<file path="src/rtl/mbsr_pkg.sv">
`timescale 1ns / 1ps

package mbsr_pkg;

    // defaults and sizes
    localparam int PORTS_DEF = 4;
    localparam int HEAD_LEN  = 7;

    // operation codes
    localparam logic OP_FILTER = 1'b0;
    localparam logic OP_PRESET = 1'b1;

    // register index of the bank value
    localparam logic CFG_BANK_VALUE = 1'b0;

    // midi byte codes
    localparam logic [7:0] ST_SYSEX    = 8'hF0;
    localparam logic [7:0] ST_EOX      = 8'hF7;
    localparam logic [7:0] ST_RT_MIN   = 8'hF8;
    localparam logic [7:0] KIND_CC     = 8'hB0;
    localparam logic [7:0] KIND_PC     = 8'hC0;
    localparam logic [7:0] KIND_CP     = 8'hD0;
    localparam logic [7:0] CC_BANK_LSB = 8'h20;
    localparam logic [15:0] ALL_CH     = 16'hFFFF;

    // step of the last beat of a preset run; a leading end-of-exclusive takes step 0
    localparam logic [5:0] PRESET_LAST = 6'd32;

    typedef struct packed {
        logic       op;
        logic [1:0] port;
        logic [7:0] data_byte;
    } t_in;

    typedef struct packed {
        logic [1:0] msg_len;
        logic [7:0] byte_a;
        logic [7:0] byte_b;
        logic [7:0] byte_c;
        logic       last;
    } t_out;

    typedef struct packed {
        logic [1:0] len;
        logic [7:0] a;
        logic [7:0] b;
        logic [7:0] c;
    } t_msg;

    typedef enum logic {
        K_MSG,
        K_PRESET
    } t_kind;

    // one job for the result sequencer
    typedef struct packed {
        t_kind      kind;
        logic [3:0] ch;
        t_msg       msg;
        logic       start1;
    } t_job;

    // per-port parser state
    typedef struct packed {
        logic        sysex_on;
        logic [2:0]  count;
        logic [7:0]  rstat;
        logic [1:0]  have;
        logic [1:0]  need;
        logic [7:0]  first;
        logic [15:0] mask;
    } t_pstate;

    typedef logic [HEAD_LEN-1:0][7:0] t_head;

endpackage

</file>
<file path="src/rtl/midi_bank_select_remapper_core.sv">
`timescale 1ns / 1ps
// an input beat passes the read-stage register and then the sequencer job register before it leaves
// throughput: one input beat per cycle while each byte yields at most one result and the
//   output is not stalled; a byte with k results (preset run 32, or 33 after F7) holds
//   the pipe until the last leaves; the rate is set by the result sequencer; the per-port
//   state memory is read at accept, written back at consume, the value just written forwarded
// reset: synchronous active low; per-port state reads as zero, bank value zero,
//   the sysex head memory is not cleared

module midi_bank_select_remapper_core #(
    parameter int PORTS = mbsr_pkg::PORTS_DEF
) (
    input  logic           i_clk,
    input  logic           i_rst_n,
    input  logic           i_in_valid,
    output logic           o_in_stall,
    input  mbsr_pkg::t_in  i_in,
    output logic           o_out_valid,
    input  logic           i_out_stall,
    output mbsr_pkg::t_out o_out,
    input  logic           psel,
    input  logic           penable,
    input  logic           pwrite,
    input  logic [2:0]     paddr,
    input  logic [31:0]    pwdata,
    output logic [31:0]    prdata,
    output logic           pready
);
    import mbsr_pkg::*;

    localparam int PW = (PORTS > 1) ? $clog2(PORTS) : 1;
    localparam logic [4:0] PORTS_W = 5'(PORTS);

    localparam logic [7:0] ID_NON_RT  = 8'h7E;
    localparam logic [7:0] ID_XG      = 8'h43;
    localparam logic [7:0] ID_GS      = 8'h41;
    localparam logic [7:0] GM_SUB     = 8'h09;
    localparam logic [7:0] GM_ON      = 8'h01;
    localparam logic [7:0] GM2_ON     = 8'h03;
    localparam logic [7:0] XG_MODEL   = 8'h4C;
    localparam logic [7:0] GS_MODEL   = 8'h42;
    localparam logic [7:0] GS_CMD     = 8'h12;
    localparam logic [7:0] GS_ADDR_HI = 8'h40;
    localparam logic [7:0] GS_DATA    = 8'h7F;

    // port number wrapped into the configured port count
    function automatic logic [PW-1:0] port_idx(input logic [1:0] p);
        logic [4:0] v;
        v = {3'd0, p};
        for (int k = 0; k < 3; k++) begin
            if (v >= PORTS_W) v = v - PORTS_W;
        end
        return v[PW-1:0];
    endfunction

    // gm, xg and gs reset patterns over the kept sysex head
    function automatic logic reset_match(input t_head x, input logic [2:0] n);
        logic gm;
        logic xg;
        logic gs;
        gm = (n >= 3'd4) && x[0] == ID_NON_RT && x[2] == GM_SUB &&
             (x[3] == GM_ON || x[3] == GM2_ON);
        xg = (n >= 3'd7) && x[0] == ID_XG && x[2] == XG_MODEL && x[3] == 8'h00 &&
             x[4] == 8'h00 && x[5] == ID_NON_RT;
        gs = (n >= 3'd7) && x[0] == ID_GS && x[2] == GS_MODEL && x[3] == GS_CMD &&
             (x[4] == GS_ADDR_HI || x[4] == 8'h00) && x[5] == 8'h00 && x[6] == GS_DATA;
        return gm || xg || gs;
    endfunction

    // configuration
    logic [6:0] r_bank;

    // state memories
    t_pstate r_st_mem [PORTS];
    t_head   r_head_mem [PORTS];
    logic [PORTS-1:0] r_pvalid;

    // read stage
    logic      r_s1_vld;
    t_in       r_s1;
    logic [PW-1:0] r_s1_idx;
    t_pstate   r_rd_st;
    t_head     r_head_rd;
    logic      r_rd_vld;
    logic      r_hit;
    t_pstate   r_fwd_st;
    t_head     r_fwd_head;

    logic [PW-1:0] in_idx;
    logic      in_accept;
    logic      s1_consume;
    logic      s1_has_job;
    logic      head_we;
    logic      seq_free;
    t_job      job;
    t_pstate   cur;
    t_pstate   n_st;
    t_head     cur_head;
    t_head     n_head;
    logic [7:0] b;
    logic [7:0] d0;
    logic [7:0] d1;
    logic [7:0] kind;
    logic [3:0] ch;
    logic [15:0] ch_bit;
    logic      go_on;
    t_msg      one;

    // apb register
    assign pready = 1'b1;
    assign prdata = (paddr[2] == CFG_BANK_VALUE) ? {25'd0, r_bank} : 32'd0;

    always_ff @(posedge i_clk) begin
        if (!i_rst_n) begin
            r_bank <= 7'd0;
        end else if (psel && penable && pwrite && paddr[2] == CFG_BANK_VALUE) begin
            r_bank <= pwdata[6:0];
        end
    end

    // input handshake
    assign in_idx     = port_idx(i_in.port);
    assign s1_consume = r_s1_vld && (!s1_has_job || seq_free);
    assign o_in_stall = r_s1_vld && !s1_consume;
    assign in_accept  = i_in_valid && !o_in_stall;

    // current state, with the value just written forwarded
    assign cur      = r_hit ? r_fwd_st : (r_rd_vld ? r_rd_st : '0);
    assign cur_head = r_hit ? r_fwd_head : r_head_rd;

    // parser update for the byte in the read stage
    always_comb begin
        b          = r_s1.data_byte;
        one        = '{len: 2'd1, a: b, b: 8'h00, c: 8'h00};
        n_st       = cur;
        n_head     = cur_head;
        head_we    = 1'b0;
        s1_has_job = 1'b0;
        job        = '{kind: K_MSG, ch: 4'd0, msg: one, start1: 1'b1};
        go_on      = 1'b0;
        d0         = b;
        d1         = 8'h00;
        kind       = {cur.rstat[7:4], 4'h0};
        ch         = cur.rstat[3:0];
        ch_bit     = 16'd1 << ch;
        if (r_s1.op == OP_PRESET) begin
            s1_has_job = 1'b1;
            job.kind   = K_PRESET;
            n_st.mask  = ALL_CH;
        end else if (b >= ST_RT_MIN) begin
            s1_has_job = 1'b1;
        end else begin
            go_on = 1'b1;
            if (cur.sysex_on) begin
                if (b == ST_EOX) begin
                    n_st.sysex_on = 1'b0;
                    s1_has_job    = 1'b1;
                    go_on         = 1'b0;
                    if (reset_match(cur_head, cur.count)) begin
                        job.kind   = K_PRESET;
                        job.start1 = 1'b0;
                        n_st.mask  = ALL_CH;
                    end
                end else if (b[7]) begin
                    n_st.sysex_on = 1'b0;
                    n_st.have     = 2'd0;
                end else begin
                    if (cur.count < 3'(HEAD_LEN)) begin
                        head_we              = 1'b1;
                        n_head[cur.count]    = b;
                        n_st.count           = cur.count + 3'd1;
                    end
                    s1_has_job = 1'b1;
                    go_on      = 1'b0;
                end
            end
            if (go_on) begin
                if (b == ST_SYSEX) begin
                    n_st.sysex_on = 1'b1;
                    n_st.count    = 3'd0;
                    n_st.rstat    = 8'h00;
                    s1_has_job    = 1'b1;
                end else if (b[7]) begin
                    if (b >= ST_SYSEX) begin
                        n_st.rstat = 8'h00;
                        s1_has_job = 1'b1;
                    end else begin
                        n_st.rstat = b;
                        n_st.have  = 2'd0;
                        n_st.need  = ({b[7:4], 4'h0} == KIND_PC ||
                                      {b[7:4], 4'h0} == KIND_CP) ? 2'd1 : 2'd2;
                    end
                end else if (cur.rstat != 8'h00) begin
                    if (cur.need == 2'd2 && cur.have == 2'd0) begin
                        n_st.first = b;
                        n_st.have  = 2'd1;
                    end else begin
                        if (cur.need == 2'd2) begin
                            d0 = cur.first;
                            d1 = b;
                        end
                        n_st.have = 2'd0;
                        if (kind == KIND_CC && d0 == CC_BANK_LSB) begin
                            d1        = {1'b0, r_bank};
                            n_st.mask = cur.mask | ch_bit;
                        end else if (kind == KIND_PC && (cur.mask & ch_bit) == 16'd0) begin
                            n_st.mask  = cur.mask | ch_bit;
                            job.start1 = 1'b0;
                        end
                        s1_has_job = 1'b1;
                        job.ch     = ch;
                        job.msg    = '{len: (cur.need == 2'd2) ? 2'd3 : 2'd2,
                                       a: cur.rstat, b: d0, c: d1};
                    end
                end
            end
        end
    end

    // memory read at accept, write back at consume
    always_ff @(posedge i_clk) begin
        if (in_accept) begin
            r_rd_st   <= r_st_mem[in_idx];
            r_head_rd <= r_head_mem[in_idx];
            r_s1      <= i_in;
            r_s1_idx  <= in_idx;
        end
        if (s1_consume) begin
            r_st_mem[r_s1_idx] <= n_st;
            r_fwd_st           <= n_st;
            r_fwd_head         <= n_head;
            if (head_we) begin
                r_head_mem[r_s1_idx][cur.count] <= b;
            end
        end
    end

    // pipeline control and per-port valid bits
    always_ff @(posedge i_clk) begin
        if (!i_rst_n) begin
            r_s1_vld <= 1'b0;
            r_rd_vld <= 1'b0;
            r_hit    <= 1'b0;
            r_pvalid <= '0;
        end else begin
            if (in_accept) begin
                r_s1_vld <= 1'b1;
                r_rd_vld <= r_pvalid[in_idx];
                r_hit    <= s1_consume && (r_s1_idx == in_idx);
            end else if (s1_consume) begin
                r_s1_vld <= 1'b0;
                r_hit    <= 1'b0;
            end
            if (s1_consume) begin
                r_pvalid[r_s1_idx] <= 1'b1;
            end
        end
    end

    // result sequencer and output register
    mbsr_seq u_seq (
        .i_clk       (i_clk),
        .i_rst_n     (i_rst_n),
        .i_load      (s1_consume && s1_has_job),
        .i_job       (job),
        .i_bank      (r_bank),
        .i_out_stall (i_out_stall),
        .o_out_valid (o_out_valid),
        .o_out       (o_out),
        .o_free      (seq_free)
    );

    // checks
    a_len_nonzero: assert property (@(posedge i_clk) disable iff (!i_rst_n)
        o_out_valid |-> o_out.msg_len != 2'd0)
        else $error("result beat with zero length");

    a_job_shows: assert property (@(posedge i_clk) disable iff (!i_rst_n)
        s1_consume && s1_has_job |=> o_out_valid)
        else $error("consumed byte produced no result beat");

    a_fwd_live: assert property (@(posedge i_clk) disable iff (!i_rst_n)
        r_hit |-> r_s1_vld)
        else $error("forwarding active with empty read stage");

    a_preset_mask: assert property (@(posedge i_clk) disable iff (!i_rst_n)
        s1_consume && s1_has_job && job.kind == K_PRESET |-> n_st.mask == ALL_CH)
        else $error("preset run without all channels marked");

endmodule

</file>
<file path="src/rtl/mbsr_seq.sv">
`timescale 1ns / 1ps

module mbsr_seq (
    input  logic          i_clk,
    input  logic          i_rst_n,
    input  logic          i_load,
    input  mbsr_pkg::t_job i_job,
    input  logic [6:0]    i_bank,
    input  logic          i_out_stall,
    output logic          o_out_valid,
    output mbsr_pkg::t_out o_out,
    output logic          o_free
);
    import mbsr_pkg::*;

    logic       r_vld;
    t_job       r_job;
    logic [5:0] r_step;
    logic [4:0] p;
    logic [3:0] pch;
    logic       is_last;
    logic       beat_ok;
    logic       done;
    t_msg       m;

    // pick the message for the current step
    always_comb begin
        p       = 5'(r_step - 6'd1);
        pch     = p[4:1];
        m       = r_job.msg;
        is_last = 1'b0;
        unique case (r_job.kind)
            K_MSG: begin
                is_last = r_step[0];
                if (!r_step[0]) begin
                    m = '{len: 2'd3, a: KIND_CC | {4'h0, r_job.ch}, b: CC_BANK_LSB,
                          c: {1'b0, i_bank}};
                end
            end
            K_PRESET: begin
                is_last = (r_step == PRESET_LAST);
                if (r_step != 6'd0) begin
                    if (p[0]) begin
                        m = '{len: 2'd2, a: KIND_PC | {4'h0, pch}, b: 8'h00, c: 8'h00};
                    end else begin
                        m = '{len: 2'd3, a: KIND_CC | {4'h0, pch}, b: CC_BANK_LSB,
                              c: {1'b0, i_bank}};
                    end
                end
            end
            default: begin
                is_last = 1'b1;
            end
        endcase
    end

    assign beat_ok     = r_vld && !i_out_stall;
    assign done        = beat_ok && is_last;
    assign o_free      = !r_vld || done;
    assign o_out_valid = r_vld;
    assign o_out       = '{msg_len: m.len, byte_a: m.a, byte_b: m.b, byte_c: m.c,
                           last: is_last};

    // job register and step counter
    always_ff @(posedge i_clk) begin
        if (!i_rst_n) begin
            r_vld  <= 1'b0;
            r_step <= 6'd0;
        end else if (i_load) begin
            r_vld  <= 1'b1;
            r_job  <= i_job;
            r_step <= {5'd0, i_job.start1};
        end else if (done) begin
            r_vld <= 1'b0;
        end else if (beat_ok) begin
            r_step <= r_step + 6'd1;
        end
    end

endmodule

</file>
<file path="config.mk">
export PLATFORM = sky130hd
export DESIGN_NAME = midi_bank_select_remapper_core
export DESIGN_NICKNAME = d
export VERILOG_FILES = /design/src/rtl/mbsr_pkg.sv /design/src/rtl/midi_bank_select_remapper_core.sv /design/src/rtl/mbsr_seq.sv
export SDC_FILE = /design/constraint.sdc
export NUM_CORES = 1
export LEC_CHECK = 0
export BUFFER_PORTS_ARGS = -buffer_cell sky130_fd_sc_hd__buf_2
export CAP_MARGIN = 10
export CORE_MARGIN = 4
export CORE_UTILIZATION = 45
export CTS_BUF_LIST = sky130_fd_sc_hd__clkbuf_2
export CTS_CLUSTER_DIAMETER = 200
export DETAILED_ROUTE_END_ITERATION = 7
export GPL_ROUTABILITY_DRIVEN = 0
export SLEW_MARGIN = 20
export SYNTH_ARGS = -nofsm -noshare
export SYNTH_HDL_FRONTEND = slang
export SYNTH_HIERARCHICAL = 1
export SYNTH_SLANG_ARGS = --single-unit
</file>
<file path="constraint.sdc">
create_clock -name i_clk -period 9.5 [get_ports i_clk]
set_input_delay 0.95 -clock i_clk [delete_from_list [all_inputs] [get_ports i_clk]]
set_output_delay 0.95 -clock i_clk [all_outputs]
set_load 0.02 [all_outputs]
</file>
# Word-level counts from Yosys, hierarchy flattened
# Memories as Yosys holds them, arrays and structs flattened. A register that Yosys moved wholly into a read port is not among the register bits.
# Cells that the tools add are included.
# totals
register_bits	159
mem_bits_rw	384
out_inout_bits	62
word_cells	252
memories	2
# classes
add_sub_neg	3
order_cmp	10
eq_ne	23
n_shift	1
muxes	115
n_bitwise	9
reduce_logical	57
# mem_list
memory	words	word_bits	read_ports	rd_ports_with_merged_regs	write_ports	line_no	source
r_head_mem	4	56	1	1	1	midi_bank_select_remapper_core.sv:75	t_head r_head_mem [PORTS];
r_st_mem	4	40	1	1	1	midi_bank_select_remapper_core.sv:74	t_pstate r_st_mem [PORTS];
# ops
op	n
two-way mux 56 bit	8
two-way mux 40 bit	4
two-way mux 31 bit	5
two-way mux 16 bit	7
two-way mux 8 bit	14
two-way mux 24 bit	3
equality test 8 x 7 -> 1 bit (second input constant)	8
bitwise mux 56 bit	1
two-way mux 26 bit	2
one-hot mux 26 bit (2 select lines)	1
two-way mux 25 bit	2
two-way mux 1 bit	47
two-way mux 32 bit	1
logical AND 1 bit	29
two-way mux 28 bit	1
demux 8 bit (select 3 bit)	1
zero test 8 bit	3
AND 16 bit	1
equality test 4 bit (second input constant)	4
equality test 8 bit (second input constant)	2
>= comparator 8 bit (second input constant)	2
zero test 16 bit	1
OR 16 bit	1
<< shifter 1 x 4 -> 16 bit (first input constant)	1
other kinds (37)	69

# Logic depth before layout (Yosys ltp)
# logic_depth
ltp_word	23
mapped_depth	15
ltp_nobuf	10

# Modules after synthesis
# Netlist, hierarchy kept.
# modules_own_cells
module	n_inst	cells_each	area_each_um2	seq_area_each_um2
midi_bank_select_remapper_core	1	1389	23133.4	16465.8
mbsr_seq	1	170	1899.3	1071.0

# Worst setup path after synthesis
# OpenSTA, ideal clock, no wires.
# synth_path
path_type	reg2reg
startpoint	reg u_seq.r_step[0]
endpoint	reg r_rd_vld
t_arrival_ps	6829
required_time_ps	9163
setup_slack_ps	2333
stages_incl_launch_ff	11
cell_sequence	dfxtp_1 buf_2 inv_1 clkbuf_1 ha_1 or4b_4 o21a_1 o21ai_2 nor3b_2 nor2b_1 mux2i_1
# synth_between
elab_chain_len	10
# synth_lines
element	line_no	source
start, declared	mbsr_seq.sv:18	logic [5:0] r_step;
start signal, assigned	mbsr_seq.sv:72	r_step <= {5'd0, i_job.start1};
start signal, assigned	mbsr_seq.sv:76	r_step <= r_step + 6'd1;
equality test 6 bit	mbsr_seq.sv:41	is_last = (r_step == PRESET_LAST);
one-hot mux 1 bit (2 select lines) *	mbsr_seq.sv:32	unique case (r_job.kind)
logical AND 1 bit *	mbsr_seq.sv:58	assign done = beat_ok && is_last;
logical OR 1 bit *	mbsr_seq.sv:59	assign o_free = !r_vld || done;
via seq_free	midi_bank_select_remapper_core.sv:94	logic seq_free;
logical OR 1 bit *	midi_bank_select_remapper_core.sv:123	assign s1_consume = r_s1_vld && (!s1_has_job || seq_free);
logical AND 1 bit *	midi_bank_select_remapper_core.sv:123	
zero test 1 bit *	midi_bank_select_remapper_core.sv:124	assign o_in_stall = r_s1_vld && !s1_consume;
logical AND 1 bit *	midi_bank_select_remapper_core.sv:124	
via o_in_stall	midi_bank_select_remapper_core.sv:16	output logic o_in_stall,
zero test 1 bit *	midi_bank_select_remapper_core.sv:125	assign in_accept = i_in_valid && !o_in_stall;
logical AND 1 bit *	midi_bank_select_remapper_core.sv:125	
via in_accept	midi_bank_select_remapper_core.sv:90	logic in_accept;
end signal, assigned	midi_bank_select_remapper_core.sv:248	r_rd_vld <= r_pvalid[in_idx];
end, declared	midi_bank_select_remapper_core.sv:84	logic r_rd_vld;
# The timed path passes the listed nets; every way through them passes the cells marked *.
# A chain may end at the register's enable or synchronous reset.

# Worst setup path in the final report
# layout_path
startpoint	reg r_hit
endpoint	out o_in_stall
# layout_between
elab_chain_len	15
# layout_lines
element	line_no	source
start, declared	midi_bank_select_remapper_core.sv:85	logic r_hit;
start signal, assigned	midi_bank_select_remapper_core.sv:249	r_hit <= s1_consume && (r_s1_idx == in_idx);
two-way mux 40 bit *	midi_bank_select_remapper_core.sv:128	assign cur = r_hit ? r_fwd_st : (r_rd_vld ? r_rd_st : '0);
equality test 2 bit / zero test 2 bit (equally long branches)	midi_bank_select_remapper_core.sv:194	if (cur.need == 2'd2 && cur.have == 2'd0) begin
logical AND 1 bit	midi_bank_select_remapper_core.sv:194	
two-way mux 1 bit	midi_bank_select_remapper_core.sv:194	
two-way mux 1 bit	midi_bank_select_remapper_core.sv:193	end else if (cur.rstat != 8'h00) begin
two-way mux 1 bit	midi_bank_select_remapper_core.sv:183	end else if (b[7]) begin
two-way mux 1 bit	midi_bank_select_remapper_core.sv:178	if (b == ST_SYSEX) begin
two-way mux 1 bit *	midi_bank_select_remapper_core.sv:177	if (go_on) begin
two-way mux 1 bit *	midi_bank_select_remapper_core.sv:150	end else if (b >= ST_RT_MIN) begin
two-way mux 1 bit *	midi_bank_select_remapper_core.sv:146	if (r_s1.op == OP_PRESET) begin
zero test 1 bit *	midi_bank_select_remapper_core.sv:123	
logical OR 1 bit *	midi_bank_select_remapper_core.sv:123	
logical AND 1 bit *	midi_bank_select_remapper_core.sv:123	
zero test 1 bit *	midi_bank_select_remapper_core.sv:124	
logical AND 1 bit *	midi_bank_select_remapper_core.sv:124	
end, declared	midi_bank_select_remapper_core.sv:16	
# Every way passes the cells marked *; elsewhere a longest branch is shown, timed or not. The select of a mux whose other input is x is not followed.

==> flow_summary.ini <==
[run_status]
status = complete, no violations

[floorplan]
pin_count = 115
die_area_mm2 = 0.05947
die_y_um = 243.9
num_rows = 86
design.core.area_mm2 = 0.05509
die_w_um = 243.9
start_util = 0.4544

[synthesis]
async_reset_ff_frac = 0
synth_top_area_share = 0.6838
seq_area_frac_synth = 0.7006
synth_area_leaders = edfxtp_1 (68%), mux4_2 (8.0%), mux2i_1 (2.5%)
syn-cell-area_mm2 = 0.02503
synth_ff_type = edfxtp_1
synth_seq_cells = 591
yosysUniqueCellTypes = 84
yosys_warnings = 6
synth-edff-count = 570
synthCells = 1559
avgSynthCellArea_um2 = 16.06
synth_area_leader_cell = edfxtp_1

[worst_setup_path]
crit_fanout = 74
cp.required_ns = 8.55
reg2reg_depth = 10
arrival_ns = 4.66
startpoint_type = flop
cp-end-kind = primary output
path_class = reg -> out

[clock_network]
clk_latency_ns = 1.30
cts_sinks = 591
cts_buffer_depth = 3
post_cts_resized = 0
ctsHoldBuffers = 26
clk_pin_slew_ns = 0.10
numCtsBuffers = 149
cts_tree = yes
cts_setup_buffers = 0
root_buffer = clkbuf_2
cts_max_level = 4

[power]
total_power_mw = 4.985
p_clk_frac = 0.343
p_int_mw = 3.737
powerDensity_mw_per_mm2 = 179.2
switching_share = 0.2503
combinationalPowerShare = 0.060
ir_drop_mv = 0.1021
p_switching_mw = 1.248
seqPwrFrac = 0.597
leakage_nw = 9.226

[sta]
tightest_slew_ns = 0.9802
whs_ns = 0.2624
tns_ns = 0
hold_viol_final = 0
finClkSkew_ns = 0.1026
relSlewSlack = 0.3465
setup_viol = 0
fmax_mhz = 178.4
rsz0062_at_grt = false
slew_violations = 0
min_period_ns = 5.606
period_share = 0.5901
finalWorstSetupSlack_ns = 3.894

[placed_design]
place_ws_ns = 4.373
hpwlAfterDp_um = 34040
port_buffers = 61
dp_cells = 2324
placed_area_mm2 = 0.02617

[job]
maxCapViolCount = 0

[hold_path]
holdPathStages = 1
hp-class = in -> reg

[finish]
design_area_mm2 = 0.02781
fill_cells = 4760
instances_no_fill = 2614
drive_gt1_frac = 0.2547
syn2layout_area_growth_pct = 11.10
layout_common_cells = edfxtp_1 (570), clkbuf_2 (209), mux4_2 (89)
fin_util = 0.5048
final_common_cell = edfxtp_1
final_nets = 1809

[global_routing]
grt_util_all_layers = 0.1972
grt_overflow = 0
antenna_found_initial = 3
grt_start_max_net_pins = 75
grt_pass1_vias = 15120
grt_first_pass_wirelength_um = 89150

[drt]
first_iter_violations = 1268
route.detailed.drc = 0
firstDrtPassIters = 6
vias = 14820
vias_per_cell = 5.669
drt-total-wl_um = 57920
wl_per_cell_um = 22.16
postRouteAntennaNets = 0
## sequential cells by signal, summed over array words and instances (netlist names), 2 cells and up
| signal | cells |
|---|---|
| r_head_mem | 192 |
| r_st_mem | 160 |
| r_fwd_head | 48 |
| r_head_rd | 48 |
| r_fwd_st | 40 |
| r_rd_st | 40 |
| u_seq/r_job | 31 |
| b | 8 |
| r_bank | 7 |
| u_seq/r_step | 6 |
| r_pvalid | 4 |
| r_s1_idx | 2 |
## layout make-up
class / count / area (um2) / area share
diodes: 5 / 12.51 / 0.0004499
clock buffers: 209 / 1046 / 0.03761
clock inverters: 50 / 322.8 / 0.01161
inverters: 15 / 58.81 / 0.002115
multi-input cells: 859 / 6944 / 0.2497
flip-flops and latches: 591 / 17540 / 0.6307
well taps: 748 / 935.9 / 0.03365
repair buffers: 137 / 949.7 / 0.03415
## synth_stat cells (all sizes together), types with 21 or more instances
cell,n
a21oi,66
buf,72
clkbuf,47
dfxtp,21
edfxtp,570
mux2i,63
mux4,89
nand2,73
nand3,29
nor2,91
nor2b,32
nor3,45
o21ai,62
## cells by family after synthesis
logic type	share of synthesized area
mux	0.1080
buf+inv	0.02809
fa+ha+maj	0.001500
flops	0.7006
xor+xnor	0.002449
compound gates	0.07577
other cells	0.0003000
simple gates	0.08337
## worst paths after layout
kind | from | to | slack [ns]
worst max register to register | r_hit | r_rd_st[12] | 4.34
worst min register to register | r_pvalid[2] | r_pvalid[2] | 0.47
worst max-delay path | r_hit | o_in_stall | 3.89
worst min-delay path | i_in[8] | r_s1_idx[0] | 0.26
## metal layers
layer  up-vias  part of all wire  track usage
li1       6681                 -            -
met1      7429              0.43       0.2696
met2       610              0.47       0.3058
met3        99             0.076      0.05767
met4         0             0.021      0.06700
met5         -                 0            0
## power groups by stage
stage	clock [mW]	combinational (mW)	sequential (mW)
after detailed placement	0	0.292	3.04
after global placement	0	0.285	3.03
final	1.71	0.297	2.98
after floorplan	0	0.207	3.02
after global routing	1.93	0.324	2.98
after CTS	1.78	0.300	2.98
## critical path, stage by stage, from the launching register on
cell and delay (ns):
dfxtp_4 0.68, buf_4 0.69, o21ai_0 0.18, o21ai_1 0.52, nor4_4 0.16, o311a_1 0.48, nor3b_2 0.36, buf_2 0.25
Power figures use the tool's default switching activity.
